**config.mk**
```make
export PLATFORM = sky130hd
export DESIGN_NAME = sre_diff
export DESIGN_NICKNAME = d
export VERILOG_FILES = /design/src/rtl/segment_rect_edge_intersect_defines.svh /design/src/rtl/sre_pkg.sv /design/src/rtl/sre_diff.sv
export SDC_FILE = /design/constraint.sdc
export NUM_CORES = 1
export LEC_CHECK = 0
export BUFFER_PORTS_ARGS = -buffer_cell sky130_fd_sc_hd__buf_2
export CAP_MARGIN = 10
export CORE_MARGIN = 5
export CORE_UTILIZATION = 45
export CTS_CLUSTER_SIZE = 28
export DETAILED_ROUTE_END_ITERATION = 16
export MAX_ROUTING_LAYER = met4
export PLACE_DENSITY = 0.72
export SKIP_CTS_REPAIR_TIMING = 1
export SYNTH_ARGS = -nofsm -noshare
export SYNTH_HDL_FRONTEND = slang
export SYNTH_SLANG_ARGS = --single-unit
```
**constraint.sdc**
```tcl
create_clock -name clk -period 9.04 [get_ports clk]
set_input_delay 1.356 -clock clk [delete_from_list [all_inputs] [get_ports clk]]
set_output_delay 1.356 -clock clk [all_outputs]
set_load 0.05 [all_outputs]
```
**src/rtl/segment_rect_edge_intersect_defines.svh**
```systemverilog
// Assertion macros shared by the segment/rectangle edge test RTL.
`ifndef SEGMENT_RECT_EDGE_INTERSECT_DEFINES_SVH
`define SEGMENT_RECT_EDGE_INTERSECT_DEFINES_SVH

`ifndef SYNTHESIS
// same-cycle implication, sampled on clk, off during rst
`define SRE_ASSERT_IMPL(label, ante, cons) \
  label: assert property (@(posedge clk) disable iff (rst) (ante) |-> (cons)) \
    else $error("same-cycle check failed");
// next-cycle implication, sampled on clk, off during rst
`define SRE_ASSERT_NEXT(label, ante, cons) \
  label: assert property (@(posedge clk) disable iff (rst) (ante) |=> (cons)) \
    else $error("next-cycle check failed");
`else
`define SRE_ASSERT_IMPL(label, ante, cons)
`define SRE_ASSERT_NEXT(label, ante, cons)
`endif

`endif

```
**src/rtl/sre_pkg.sv**
```systemverilog
// Shared widths, word types and stage payloads for the segment/rectangle edge test.
package sre_pkg;

  localparam int COORD_BITS = 24;
  localparam int SIZE_BITS  = COORD_BITS - 1;
  // offset of an edge start from the segment origin
  localparam int VW = COORD_BITS + 2;
  // size times direction
  localparam int DW = 2 * COORD_BITS;
  // offset times direction or size
  localparam int PW = COORD_BITS + VW;
  // numerator after the cross-product subtract
  localparam int NW = PW + 1;

  localparam int EDGES       = 4;
  localparam int EDGE_TOP    = 0;
  localparam int EDGE_RIGHT  = 1;
  localparam int EDGE_BOTTOM = 2;
  localparam int EDGE_LEFT   = 3;

  typedef struct packed {
    logic signed [COORD_BITS-1:0] ray_origin_x;
    logic signed [COORD_BITS-1:0] ray_origin_y;
    logic signed [COORD_BITS-1:0] ray_dir_x;
    logic signed [COORD_BITS-1:0] ray_dir_y;
    logic signed [COORD_BITS-1:0] rect_x;
    logic signed [COORD_BITS-1:0] rect_y;
    logic        [SIZE_BITS-1:0]  rect_w;
    logic        [SIZE_BITS-1:0]  rect_h;
  } req_t;

  typedef struct packed {
    logic                hit;
    logic [EDGES-1:0]    edge_mask;
  } rsp_t;

  // offsets of the near and far corners from the origin
  typedef struct packed {
    logic signed [VW-1:0]         vx0;
    logic signed [VW-1:0]         vx1;
    logic signed [VW-1:0]         vy0;
    logic signed [VW-1:0]         vy1;
    logic signed [COORD_BITS-1:0] dx;
    logic signed [COORD_BITS-1:0] dy;
    logic        [SIZE_BITS-1:0]  w;
    logic        [SIZE_BITS-1:0]  h;
  } diff_t;

  // all products needed by the top, right, bottom and left edges
  typedef struct packed {
    logic signed [DW-1:0] den_w;
    logic signed [DW-1:0] den_h;
    logic signed [PW-1:0] pxy0;
    logic signed [PW-1:0] pxy1;
    logic signed [PW-1:0] pyx0;
    logic signed [PW-1:0] pyx1;
    logic signed [PW-1:0] qw0;
    logic signed [PW-1:0] qw1;
    logic signed [PW-1:0] qh0;
    logic signed [PW-1:0] qh1;
  } prod_t;

  // per-edge numerators and denominator
  typedef struct packed {
    logic signed [NW-1:0] n1;
    logic signed [NW-1:0] n2;
    logic signed [NW-1:0] den;
  } edge_num_t;

endpackage

```
**src/rtl/sre_diff.sv**
```systemverilog
// First stage: corner offsets from the segment origin.
module sre_diff (
  input  logic          clk,
  input  logic          rst,
  input  logic          ready,
  input  logic          req_valid,
  input  sre_pkg::req_t req,
  output logic          valid,
  output sre_pkg::diff_t diff
);

  logic signed [sre_pkg::VW-1:0] ox, oy, cx, cy, wv, hv;
  sre_pkg::diff_t diff_next;

  // widen coordinates; sizes are zero-extended
  assign ox = sre_pkg::VW'(req.ray_origin_x);
  assign oy = sre_pkg::VW'(req.ray_origin_y);
  assign cx = sre_pkg::VW'(req.rect_x);
  assign cy = sre_pkg::VW'(req.rect_y);
  assign wv = $signed(sre_pkg::VW'(req.rect_w));
  assign hv = $signed(sre_pkg::VW'(req.rect_h));

  // offsets of both x and both y edge lines
  always_comb begin
    diff_next.vx0 = cx - ox;
    diff_next.vx1 = cx + wv - ox;
    diff_next.vy0 = cy - oy;
    diff_next.vy1 = cy + hv - oy;
    diff_next.dx  = req.ray_dir_x;
    diff_next.dy  = req.ray_dir_y;
    diff_next.w   = req.rect_w;
    diff_next.h   = req.rect_h;
  end

  // advance the stage when downstream has room
  always_ff @(posedge clk) begin
    if (rst) begin
      valid <= 1'b0;
    end else if (ready) begin
      valid <= req_valid;
    end
  end

  always_ff @(posedge clk) begin
    if (ready && req_valid) begin
      diff <= diff_next;
    end
  end

endmodule

```
# == After elaboration in Yosys (flattened, before gate mapping) ==
# Index checks and enable logic that the tools add are counted.
# op_classes
n_bitwise,0
muxes,0
shifts,0
div_mod_pow,0
n_mul,0
n_reduce_logical,1
magnitude_cmp,0
n_eq_ne,0
addsub,6
# op_table
op,n
25-bit by 24-bit subtractor with 26-bit output,2
24-bit by 24-bit adder with 25-bit output,2
24-bit by 24-bit subtractor with 25-bit output,2
1-bit logical AND,1
# word_totals
wordCells,16
latchBits,0
romBits,0
input_bits,194
ramBits,0
register_bits,199
output_inout_bits,199
mem_count,0

# == Depth between registers and ports, before layout ==
# Gate-level depths: netlist of run 1.
# logic_depth
depth_word,2
depth_mapped,13
depth_no_buf,13

# == Worst setup path after synthesis of run 1 ==
# OpenSTA, ideal clock, no wires.
# synth_timing
path_type,input-to-reg
start,in req_valid
end,"reg diff[0] (netlist name), enable pin"
path_slack_ns,2.639
setup_time_ns,0.580
path_buffers,0
required_ns,8.460
cell_stages,1
arrival_ns,5.821
path_cell_list,and2_1
# synth_via
elab_chain_len,1
# synth_rtl
item,line_no,text
from (decl),sre_diff.sv:6,"input logic req_valid,"
1-bit logical AND,sre_diff.sv:45,if (ready && req_valid) begin
to (signal assigned),sre_diff.sv:46,diff <= diff_next;
to (decl),sre_diff.sv:9,output sre_pkg::diff_t diff
# Every way passes these cells.
# A chain may end at the register's enable or synchronous reset.

==> impl.org, run 1 <==
** Logic synthesis
- After synthesis, the largest family of logic cells by area is adder cells.
- Of the post-synthesis cell area, the dominant cell type holds between 40% and 50%.
- After Yosys synthesis, full adders, half adders and majority gates account for ~17% of the synthesized area.
- In the synthesized netlist, the number of instances is between 1,000 and 1,500.
- Most area-hungry cell type in the Yosys netlist :: sky130_fd_sc_hd__edfxtp_1
- The synthesized design contains a little under 200 enable-type register cells.
- The synthesized netlist devotes ~15% of its cell area to compound gates.
- The Yosys step of the flow raised 0 warnings.
- Multiplexer cells account for 0% of the synthesized area.
- Number of different library cells in the post-synthesis netlist :: between 70 and 80
- Yosys instantiated no cell more often than sky130_fd_sc_hd__inv_1.
- Synthesized cell area :: about 13,000 um2
- By area the synthesized netlist is led by sky130_fd_sc_hd__edfxtp_1 (46%), sky130_fd_sc_hd__ha_1 (9.6%), sky130_fd_sc_hd__fa_1 (7.6%), sky130_fd_sc_hd__inv_1 (7.5%), sky130_fd_sc_hd__xnor2_1 (3.9%).
- Post-synthesis simple-gate area fraction :: 7.838%
- After synthesis, flip-flops and latches occupy roughly 46% of the total area.
- Mapped Avg Cell Area :: ~11 um2
- The most used flip-flop cell after synthesis is sky130_fd_sc_hd__edfxtp_1.
- Counting flops and latches in the post-synthesis netlist gives ~200.
- The number of nets in the synthesized netlist is between 1,500 and 2,000.
- Of all flip-flops after synthesis, the portion carrying an async set or reset was 0%.
- The commonest cells after synthesis are sky130_fd_sc_hd__inv_1 (255), sky130_fd_sc_hd__edfxtp_1 (196), sky130_fd_sc_hd__ha_1 (98).
- The synthesized netlist devotes ~5.6% of its cell area to XOR and XNOR gates.

** Setup path
- Critical Path Start Type :: input port
- Most numerous cell on the critical path :: sky130_fd_sc_hd__fa_1
- Reg-to-Reg Start :: valid
- Kind of critical path :: in -> reg
- In this run the worst setup path begins at req[71].
- For the worst setup path, the data arrival time is slightly above 4 ns.
- Among all stages on the critical path, the largest delay is contributed by sky130_fd_sc_hd__fa_1.
- The worst setup path is captured at a flip-flop.
- Capture instance of the worst register-to-register path :: valid
- Worst path cell trace :: buf_2, inv_1, fa_1, fa_1, nand2b_1, a21oi_1, o41ai_4, o31a_1, o41ai_2, a221oi_2, xnor2_1
- Reg2Reg Setup Slack :: about 8.5 ns
- Buf+Inv Stages, Crit Path :: 2
- The most critical setup path has its endpoint at diff[170].
- Of all nets on the critical path, the largest fanout is 5.
- The largest single stage delay on the critical path is 0.48 ns.
- The kind of cell with the highest combined delay along the critical path is compound AO/OA/AOI/OAI gates.
- The critical path crosses 11 cells after its start point.
- Required time at the worst-slack endpoint :: about 9.2 ns
- For the worst flop-to-flop path, the logic depth is 2.

** Job
- Maximum capacitance violations :: 0

** Clock network
- Clock edge transition at the registers on the reported setup and hold paths :: 0.08 ns
- CTS root buffer :: sky130_fd_sc_hd__clkbuf_16
- The clock reaches the later pin of the worst-skew pair after 0.42 ns.
- CTS buffer count :: 17
- The clock drives 197 sinks.
- In this run the number of H-tree levels came out at 4.
- Counting along the longest clock path gives a buffer depth of 2.
- Clock tree from TritonCTS :: yes

** Final layout
- Synth-to-Final Area Change :: 23.32%
- The final layout contains approximately 1,900 nets.
- Fin util :: roughly 56%
- The post-route netlist has 27.85% of its cells at a drive strength greater than 1.

** Floorplan
- Once the floorplan was initialized, standard cells occupied between 40% and 50% of the core.
- The initialized floorplan defines 61 standard-cell rows.
- In this run the standard cell core region covers 27,860 um2.
- Pin placement for this block handled just under 400 I/O pins.
- Chip width :: between 150 and 200 um
- Die Ht :: 178.2 um
- Die area :: around 32,000 um2

** Status
- Outcome :: finished, final reports clean

** Timing
- The smallest clock period supported by the final layout is computed as about 4 ns.
- Final hold slack :: roughly 0.51 ns
- The final count of pins violating max slew came to 0.
- Final clock period utilization by the worst path :: a little over two fifths
- The number of endpoints with negative hold slack in the final report came to 0.
- Final count of negative-setup-slack endpoints :: 0
- Measured against its own limit, the worst slew margin works out to between 20 and 30%.
- RSZ-0062 raised after global routing :: false
- Clock tree skew after final layout :: 0 ns
- For the final routed database, the setup TNS stands at 0 ns.
- Achievable frequency :: approximately 0.25 GHz
- Actual transition at the worst max-transition pin :: 1.095 ns
- The worst path meets setup with 5.076 ns of slack.

** Placed design
- Input and output buffers added on the ports amount to slightly below 400.
- Before CTS, the worst setup slack after placement is 4.626 ns.
- Detailed placement finished with a half-perimeter wire length of approximately 26,000 um.
- Routability-driven placement finished with a final weighted congestion of 0.8724.

** Detailed routing
- In this run, the number of DRC markers left after iteration 0 of detailed routing was between 700 and 800.
- In the final routed layout, each cell accounts on average for roughly 16 um.
- The first detailed-routing pass ran for 6 iterations.
- Number of vias in the routed layout :: roughly 10,000
- Number of nets still failing antenna checks after routing :: 0
- For this run, design rule violations remaining after detail routing come to 0.
- The final layout contains routed wiring with a total length of 31,970 um.
- Detailed-route vias per instance :: 5.038

** Min path
- The worst hold path belongs to the class reg -> reg.

** Pwr
- Worst-case vdd ir drop :: between 0.00009 and 0.0001 V
- The internal power of the cells totals approximately 0.0019 W.
- Total power per unit cell area :: 198.8 nW/um2
- Power share of the sequential group :: 37.6%
- Leakage dissipation :: 7.454 nW
- Net switching is approximately 39% of the power.
- The analysis attributes to net switching a power of 0.001218 W.
- Comb pwr share :: roughly two fifths
- Proportion of power drawn by the clock network :: between 20% and 30%

** Global route
- The number of global-route vias before repair was 9,960.
- The number of antenna violations at the first check in global routing is 3.
- First-pass GRT wire length :: approximately 49,000 um
- Maximum number of pins on one net before global-route repair :: slightly below 200
- Total congestion overflow after global routing :: 0
- Overall fraction of global-route tracks in use :: 20.06%
## tightest hold or removal path, cell delays in order, from the launching register on
cell                      delay (ns)
sky130_fd_sc_hd__dfxtp_1        0.34
sky130_fd_sc_hd__a21oi_1        0.06
sky130_fd_sc_hd__nor2_1         0.07
## state kept, by name (all words and copies together), names as in the netlist
register and count:
valid 1, diff 196
## worst min path at each step
stage,from,to,slack [ns],depth (start not counted)
after floorplan,valid,valid,0.73,2
after global placement,valid,valid,0.47,2
after detailed placement,valid,valid,0.50,2
after CTS,valid,valid,0.52,2
after global routing,valid,valid,0.56,2
final,valid,valid,0.51,2
## routing by layer
metal / vias to the layer above / GRT usage [%] / part of all wire (%)
met2: 371 / 34.84 / 51
met5: - / - / 0
met1: 4629 / 23.83 / 40
met3: 58 / 3.052 / 6.4
li1: 4897 / - / -
met4: 0 / 7.025 / 2.9
## cells in the final DEF (no fill, tap or decap), drive strengths merged, types with 26 or more instances in the layout
cell    Yosys  final
a21o       30     30
a21oi      84     84
buf         4    393
edfxtp    196    196
fa         48     48
ha         98     98
inv       257    263
nand2      55     55
nor2       54     54
o21ai      60     60
xnor2      56     56
xor2       26     26
## cell families (layout without fill, tap and decap cells)
family,count (synthesis),in the layout
buffers and inverters,274,681
adder cells (fa/ha/maj),146,146
AO/OA/AOI/OAI,283,283
AND/OR/NAND/NOR,205,205
other,0,4
XOR/XNOR,82,82
flip-flops,197,197
## layout make-up
cell class / instances / area (um2)
clock buffers: 17 / 425.4
flip-flops and latches: 197 / 5906
repair buffers: 393 / 1982
multi-input cells: 716 / 5783
diodes: 4 / 10.01
well taps: 378 / 473.0
clock inverters: 14 / 146.4
inverters: 257 / 964.7
fillers: 2442 / 12170
## per-stage QoR
stage	power [W]	cell area (um2)	cells
global placement	0.002376	15110	1941
floorplan	0.002102	12720	1187
finish	0.003119	15690	1976
detailed placement	0.002390	15110	1941
CTS	0.003150	15680	1972
global route	0.003298	15690	1975
## power by group through the flow
stage	sequential (W)	combinational [W]	clock, W
finish	0.00117	0.00120	0.000744
global route	0.00118	0.00130	0.000815
CTS	0.00117	0.00120	0.000771
detailed placement	0.00119	0.00120	0
global placement	0.00119	0.00118	0
floorplan	0.00153	0.000569	0
(Power assumes the default switching activity.)
==> run 2: changes to the inputs <==
- ABC_AREA: unset -> 1
- PLACE_DENSITY: 0.72 -> 0.73
- clock period: 9.04 -> 3.35 ns (I/O delays scaled with it)
==> impl.org, run 2 <==
** Logic synthesis
- The register area share after synthesis was 40.52% (was 46.42%).
- Synthesized cell area :: 14,570 um2 (was 12,720 um2)
- Cell types occupying the most area after synthesis: sky130_fd_sc_hd__edfxtp_1 (40%), sky130_fd_sc_hd__nand2_1 (15%), sky130_fd_sc_hd__inv_1 (13%), sky130_fd_sc_hd__ha_1 (8.4%), sky130_fd_sc_hd__fa_1 (6.6%) (was sky130_fd_sc_hd__edfxtp_1 (46%), sky130_fd_sc_hd__ha_1 (9.6%), sky130_fd_sc_hd__fa_1 (7.6%), sky130_fd_sc_hd__inv_1 (7.5%), sky130_fd_sc_hd__xnor2_1 (3.9%)).
- The flop and latch count out of synthesis came to 197 (unchanged).
- The distinct cell type count of the synthesized netlist is 26 (was 71).
- The area share of the leading cell type in the synthesized netlist was 40.38% (was 46.26%).
- Async set-or-reset flop fraction in the synthesized netlist :: 0% (unchanged)
- Mapped Avg Cell Area :: 7.831 um2 (was 10.72 um2)
- YS warnings :: 0 (unchanged)
- Net Count, Synth :: 2,201 (was 1,527)
- Most repeated cell in the gate-level netlist after synthesis :: sky130_fd_sc_hd__nand2_1 (was sky130_fd_sc_hd__inv_1)
- The number of cells produced by synthesis was 1,861 (was 1,187).
- The primary flip-flop cell chosen by synthesis mapping was sky130_fd_sc_hd__edfxtp_1 (unchanged).
- The number of enable flip-flop cells after synthesis came to 196 (unchanged).
- The cell accounting for the most synthesized area is sky130_fd_sc_hd__edfxtp_1 (unchanged).
- Top post-synthesis cells by count: sky130_fd_sc_hd__nand2_1 (583), sky130_fd_sc_hd__inv_1 (486), sky130_fd_sc_hd__edfxtp_1 (196) (was sky130_fd_sc_hd__inv_1 (255), sky130_fd_sc_hd__edfxtp_1 (196), sky130_fd_sc_hd__ha_1 (98)).

** Global route
- The wire length of the first global-routing pass was 70,100 um (was 49,050 um).
- The remaining global-route overflow was 0 (unchanged).
- Number of antenna violations at the first check in global routing :: 3 (unchanged)
- The number of global-route vias before repair came to 12,934 (was 9,960).
- Maximum number of pins on one net before global-route repair :: 111 (was 198)
- Overall fraction of global-route tracks in use :: 26.00% (was 20.06%)

** Detailed routing
- Detailed-route vias per instance :: 4.895 (was 5.038)
- Sum of routed wire length over all layers :: 46,290 um (was 31,970 um)
- Detail-routed net length per standard cell :: 16.95 um (was 16.18 um)
- DRC Markers :: 0 (unchanged)
- Count of routing violations after the opening detailed-route iteration :: 906 (was 796)
- The remaining number of nets flagged by the antenna check after routing came to 0 (unchanged).
- Number of vias in the routed layout :: 13,367 (was 9,955)
- The number of iterations in the first detailed-routing pass came to 5 (was 6).

** Timing
- Worst relative slew slack :: 56.61% (was 27.02%)
- RSZ-0062 raised after global routing :: false (unchanged)
- Final count of negative-setup-slack endpoints :: 0 (unchanged)
- Final Max Tran Viols :: 0 (unchanged)
- The sum of negative setup slack was 0 ns (unchanged).
- The final clock skew came to 0 ns (unchanged).
- The clock period could shrink to between 2 and 2.5 ns.
- The final critical-path setup slack was 0.8611 ns (was 5.076 ns).
- Achievable frequency :: 0.4018 GHz
- Final clock period utilization by the worst path :: between 70 and 80%
- The number of endpoints with negative hold slack in the final report came to 0 (unchanged).
- The slew of the pin with the lowest slew margin came to 0.6509 ns (was 1.095 ns).

** Placed design
- The total half-perimeter wirelength after legalization and detailed placement was 39,260 um (was 25,610 um).
- The routability-driven placement congestion ratio is 1.046 (was 0.8724).
- Instance count after placement with tap cells included :: 2,695 (was 1,941)
- The worst slack at placement was 0.3791 ns (was 4.626 ns).
- Total of buffers placed on input and output ports :: 392 (unchanged)

** Min path
- Kind of path behind the tightest hold check :: in -> reg (was reg -> reg)

** Setup path
- Buf+Inv Stages, Crit Path :: 5 (was 2)
- Arrival time of the worst setup path :: 2.69 ns (was 4.14 ns)
- The register-to-register path setup slack is 2.76 ns (was 8.45 ns).
- Worst path cell trace :: buf_2, inv_1, ha_1, inv_1, ha_1, inv_1, fa_1, inv_1, nand3_1, nand3_1, nand2_1, nand2_1, nand3_1, nand3_1, nand2_1 (was buf_2, inv_1, fa_1, fa_1, nand2b_1, a21oi_1, o41ai_4, o31a_1, o41ai_2, a221oi_2, xnor2_1)
- Delay of the slowest cell on the worst path :: 0.42 ns (was 0.48 ns)
- The type of the worst setup path was in -> reg (unchanged).
- The startpoint class of the critical path was an input port (unchanged).
- The element type at the critical path end is a flip-flop (unchanged).
- The required time reported for the critical path endpoint came to 3.55 ns (was 9.22 ns).
- Master of the slowest instance on the critical path :: sky130_fd_sc_hd__fa_1 (unchanged)
- The kind of cell with the highest combined delay on the critical path is adder cells (was compound AO/OA/AOI/OAI gates).
- Max Fanout on Critical Path :: 5 (unchanged)

** Floorplan
- The placeable core area came to 32,290 um2 (was 27,860 um2).
- The I/O pin count was 393 (unchanged).
- Die Ht :: 190.0 um (was 178.2 um)
- The width of the chip came to 190.0 um (was 178.2 um).
- The site row count is 66 (was 61).
- The initial core utilization came to 45.14% (was 45.67%).
- Die area :: 36,080 um2 (was 31,740 um2)

** Final layout
- Fin util :: 54.89% (was 56.32%)
- Commonest non-fill, non-tap cell in the layout :: sky130_fd_sc_hd__nand2_1 (was sky130_fd_sc_hd__buf_2)
- Commonest non-fill, non-tap cells in the layout: sky130_fd_sc_hd__nand2_1 (582), sky130_fd_sc_hd__inv_1 (485), sky130_fd_sc_hd__buf_2 (392) (was sky130_fd_sc_hd__buf_2 (392), sky130_fd_sc_hd__inv_1 (255), sky130_fd_sc_hd__edfxtp_1 (196)).
- Max FFs per register :: 196 (unchanged)
- Share of cells above drive strength 1 :: 19.61% (was 27.85%)
- The register with the most flip-flops is diff (unchanged).
- The layout overhead on the synthesized area came to 21.60% (was 23.32%).
- The final non-filler cell total was 2,731 (was 1,976).
- Registers with the most flip-flops: diff (196), valid (1) (unchanged).
- Net total in the final layout :: 2,612 (was 1,922)

** Pwr
- The power density normalized to cell area is 501.9 nW/um2 (was 198.8 nW/um2).
- The maximum VDD drop was 0.0003975 V (was 0.00009603 V).
- The static power due to leakage was 9.637 nW (was 7.454 nW).

** Status
- Outcome: finished, final reports clean (unchanged).

** Clock network
- The clock transition at the registers of the reported paths came to 0.08 ns (about the same).
- The CTS buffer count is 17 (unchanged).
- Clock tree from TritonCTS :: yes (unchanged)
- The clock root buffer is sky130_fd_sc_hd__clkbuf_16 (unchanged).
- The level count of the clock H-tree came to 4 (unchanged).
- The maximum clock path buffer count is 2 (unchanged).
- Clock latency at the later pin of the worst-skew pair :: 0.46 ns (was 0.42 ns)
- Num Clock Sinks :: 197 (unchanged)

** Job
- Maximum capacitance violations :: 0 (unchanged)
-- run 2: changes by cell type after synthesis, moves of 29 or more --
cell | before | now
sky130_fd_sc_hd__a21o_1 | 30 | 1
sky130_fd_sc_hd__inv_1 | 255 | 486
sky130_fd_sc_hd__nand2_1 | 55 | 583
sky130_fd_sc_hd__nand3_1 | 18 | 93
sky130_fd_sc_hd__nor2_1 | 54 | 117
sky130_fd_sc_hd__o21ai_0 | 51 | 12
sky130_fd_sc_hd__xnor2_1 | 56 | 15
-- run 2: metal layers --
metal	up-vias	share of wire, %	global-route usage (%)
met5	-	0	-
met4	0	2.6	7.986
met3	72	7.7	4.697
met2	560	47	41.81
met1	6159	43	33.77
li1	6576	-	-
-- run 2: worst paths after layout --
path / from / to / cells past startpoint
max reg2reg: valid / valid / 2
max: req[46] / diff[108] / 15
min: rst / valid / 2
min reg2reg: valid / valid / 2
-- run 2: cell type report --
| type | instances | area, um2 |
|---|---|---|
| Inverter | 490 | 1843 |
| Timing Repair Buffer | 394 | 2002 |
| Antenna cell | 4 | 10.01 |
| Sequential cell | 197 | 5906 |
| Tap cell | 442 | 553.0 |
| Fill cell | 3094 | 14570 |
| Clock inverter | 13 | 145.1 |
| Clock buffer | 19 | 432.9 |
| Multi-Input combinational cell | 1172 | 6830 |
-- run 2: metrics by stage --
stage          hold slack [ns]  power (W)  area, um2
4_1_cts                 0.1727   0.008939      17710
5_1_grt                 0.1810   0.009423      17720
3_5_place_dp            0.4653   0.006865      17130
6_report                0.1976   0.008894      17720
3_3_place_gp            0.4389   0.006835      17130
2_1_floorplan           0.5716   0.005822      14590
-- run 2: kinds of logic after synthesis --
| group | after synthesis | share of synthesized area (%) |
|---|---|---|
| AOI/OAI and AO/OA | 105 | 3.958 |
| xor gates and xnor gates | 49 | 2.945 |
| adders and majority gates | 146 | 15.01 |
| buffers and inverters | 492 | 12.72 |
| DFF | 197 | 40.52 |
| and+or+nand+nor | 872 | 24.85 |
-- run 2: where the power goes --
| part | switching, W | internal [W] |
|---|---|---|
| logic | 0.00264 | 0.00103 |
| clock network | 0.00106 | 0.000995 |
| registers | 0.0000811 | 0.00308 |
| total | 0.00379 | 0.00511 |
==> run 3: changes to the inputs <==
- clock period: 3.35 -> 2.05 ns (I/O delays scaled with it)
==> impl.org, run 3 (synthesized netlist as in run 2, its figures left out) <==
** Detailed routing
- Number of vias in the routed layout :: 14,495 (was 13,367)
- The aggregate routed wire length came to 51,720 um (was 46,290 um).
- The DRC violation total after the first TritonRoute iteration was 956 (was 906).
- Detail-routed net length per standard cell :: 17.13 um (was 16.95 um)
- DRC Markers :: 0 (unchanged)
- TritonRoute pass-1 iters :: 5 (unchanged)
- Number of nets still failing antenna checks after routing :: 0 (unchanged)
- Detailed-route vias per instance :: 4.800 (was 4.895)

** Setup path
- The start of the worst register-to-register path is valid (unchanged).
- The element type at the critical path end was a flip-flop (unchanged).
- Kind of critical path :: in -> reg (unchanged)
- The required time reported for the critical path endpoint is 2.27 ns (was 3.55 ns).
- The endpoint of the worst register-to-register path is valid (unchanged).
- The arrival time of the worst setup path came to 2.21 ns (was 2.69 ns).
- The maximum net fanout on the critical path was 5 (unchanged).
- The startpoint class of the critical path was an input port (unchanged).
- Reg2Reg Setup Slack :: 1.49 ns (was 2.76 ns)
- The path depth of the worst reg2reg path was 2 (unchanged).

** Floorplan
- Die Ht :: 190.0 um (unchanged)
- The initial core utilization was 45.14% (unchanged).
- Number of placement rows :: 66 (unchanged)
- Core box area :: 32,290 um2 (unchanged)
- The I/O pin count came to 393 (unchanged).
- Chip width :: 190.0 um (unchanged)
- The overall die area is 36,080 um2 (unchanged).

** Pwr
- Total power per unit cell area :: 792.8 nW/um2 (was 501.9 nW/um2)
- The maximum VDD drop is 0.0005901 V (was 0.0003975 V).
- Leakage dissipation :: 11.10 nW (was 9.637 nW)
- Post-layout total power :: 0.01655 W (was 0.008894 W)

** Clock network
- The maximum clock path buffer count came to 2 (unchanged).
- Clock edge transition at the registers on the reported setup and hold paths :: 0.08 ns (about the same)
- CTS buffer count :: 17 (unchanged)
- The clock network latency to the later pin of the worst-skew pair was 0.45 ns (was 0.46 ns).
- Num Clock Sinks :: 197 (unchanged)
- The level count of the clock H-tree was 4 (unchanged).
- The clock root buffer is sky130_fd_sc_hd__clkbuf_16 (unchanged).
- Clock tree from TritonCTS :: yes (unchanged)

** Global route
- The overall global routing resource usage was 29.41% (was 26.00%).
- Number of antenna violations at the first check in global routing :: 4 (was 3)
- The number of global-route vias before repair is 14,354 (was 12,934).
- Total congestion overflow after global routing :: 0 (unchanged)
- The maximum number of pins on one net before global-route repair is 76 (was 111).
- The wire length of the first global-routing pass is 79,010 um (was 70,100 um).

** Job
- Maximum capacitance violations :: 0 (unchanged)

** Placed design
- The count of input and output buffers was 392 (unchanged).
- HPWL after detailed placement :: 44,350 um (was 39,260 um)
- Instance count after placement with tap cells included :: 2,974 (was 2,695)
- The routability-driven placement congestion ratio is 0.9901 (was 1.046).

** Min path
- End of the worst hold path :: diff[83] (was valid)
- Number of instances on the worst hold path :: 1 (was 2)
- The type of the most critical hold path is in -> reg (unchanged).
- The worst hold path startpoint is req[131] (was rst).

** Final layout
- Fin util :: 64.64% (was 54.89%)
- Most flop-heavy register :: diff (unchanged)
- The fill cell instance count of the final layout came to 2,839 (was 3,094).
- Net total in the final layout :: 2,901 (was 2,612)
- The fraction of final layout cells with drive strength greater than 1 was 34.15% (was 19.61%).
- Commonest non-fill, non-tap cells in the layout :: sky130_fd_sc_hd__nand2_1 (540), sky130_fd_sc_hd__inv_1 (466), sky130_fd_sc_hd__buf_2 (392) (was sky130_fd_sc_hd__nand2_1 (582), sky130_fd_sc_hd__inv_1 (485), sky130_fd_sc_hd__buf_2 (392))
- Registers with the most flip-flops :: diff (196), valid (1) (unchanged)
- Commonest non-fill, non-tap cell in the layout :: sky130_fd_sc_hd__nand2_1 (unchanged)
- The final non-filler cell total was 3,020 (was 2,731).
- The flip-flop count of the largest register after layout is 196 (unchanged).
- The layout overhead on the synthesized area was 43.20% (was 21.60%).

** Timing
- RSZ-0062 raised after global routing: true (was false).
- Number of hold-slack violations in the final timing report :: 0 (unchanged)
- Actual transition at the worst max-transition pin :: 0.4604 ns (was 0.6509 ns)
- Counting I/O delays and the setup requirement, the final critical path takes just under 2 ns.
- The worst slew slack as a fraction of its limit came to 69.31% (was 56.61%).
- The final count of negative-setup-slack endpoints is 0 (unchanged).
- Dividing the final minimum period by the clock period gives 96.77%.
- Final Max Tran Viols :: 0 (unchanged)
- The final clock skew was 0 ns (unchanged).
- Achievable frequency :: between 0.5 and 0.6 GHz

** Status
- Outcome :: finished, final reports clean (unchanged)
[run 3: changes by cell type in the layout (fill, tap and decap cells not counted), sizes merged]
cell | previous run | this run
buf | 394 | 673
dlygate4sd3 | 0 | 10
clkinv | 8 | 5
bufinv | 0 | 2
inv | 494 | 496
clkbuf | 19 | 18
[run 3: worst max-delay path by stage]
stage,startpoint,cells past startpoint,slack (ns),endpoint
after floorplan,ready,2,-1.61,diff[0]
after global routing,req[30],12,-0.03,diff[163]
after global placement,req[86],12,-0.48,diff[169]
after CTS,req[41],10,-0.001,diff[167]
after detailed placement,req[41],10,-0.50,diff[167]
final,req[41],10,0.07,diff[167]
[run 3: critical path: stages]
cell	delay, ns
sky130_fd_sc_hd__buf_2	0.11
sky130_fd_sc_hd__inv_1	0.06
sky130_fd_sc_hd__fa_1	0.55
sky130_fd_sc_hd__inv_1	0.08
sky130_fd_sc_hd__ha_4	0.32
sky130_fd_sc_hd__nand4_1	0.20
sky130_fd_sc_hd__nor3_2	0.28
sky130_fd_sc_hd__nand3_1	0.15
sky130_fd_sc_hd__nand4_1	0.09
sky130_fd_sc_hd__nand2_1	0.05
[run 3: final cells by class]
cell class	count	area [um2]	area share [%]
clock inverters	14	205.2	0.9832
inverters	490	1858	8.903
well taps	442	553.0	2.650
repair buffers	683	4209	20.17
flip-flops and latches	197	5906	28.30
multi-input cells	1172	7700	36.89
diodes	4	10.01	0.04796
clock buffers	18	429.2	2.056
[run 3: per-stage QoR]
stage	TNS, ns	hold slack, ns	setup WS (ns)	instance area [um2]
2_1_floorplan	-315.08	0.3766	-1.607	15320
3_3_place_gp	-17.33	0.4377	-0.4753	19970
3_5_place_dp	-18.26	0.4563	-0.5046	19970
4_1_cts	-0.001328	-0.01166	-0.0009854	20600
5_1_grt	-0.09159	0.0006891	-0.03316	20870
6_report	0	0.01469	0.06630	20870
[run 3: power breakdown]
group / switching (W) / total (W) / internal [W]
Sequential: 0.000123 / 0.00516 / 0.00503
Combinational: 0.00491 / 0.00775 / 0.00283
Clock: 0.00176 / 0.00364 / 0.00189
[run 3: per-layer routing]
metal  global-route usage, %  vias to the layer above  wire, um
met2                   44.82                      548     23100
li1                        -                     7160         -
met1                   40.92                     6697     23540
met3                   4.734                       90      3725
met5                       -                        -         0
met4                   8.625                        0      1356
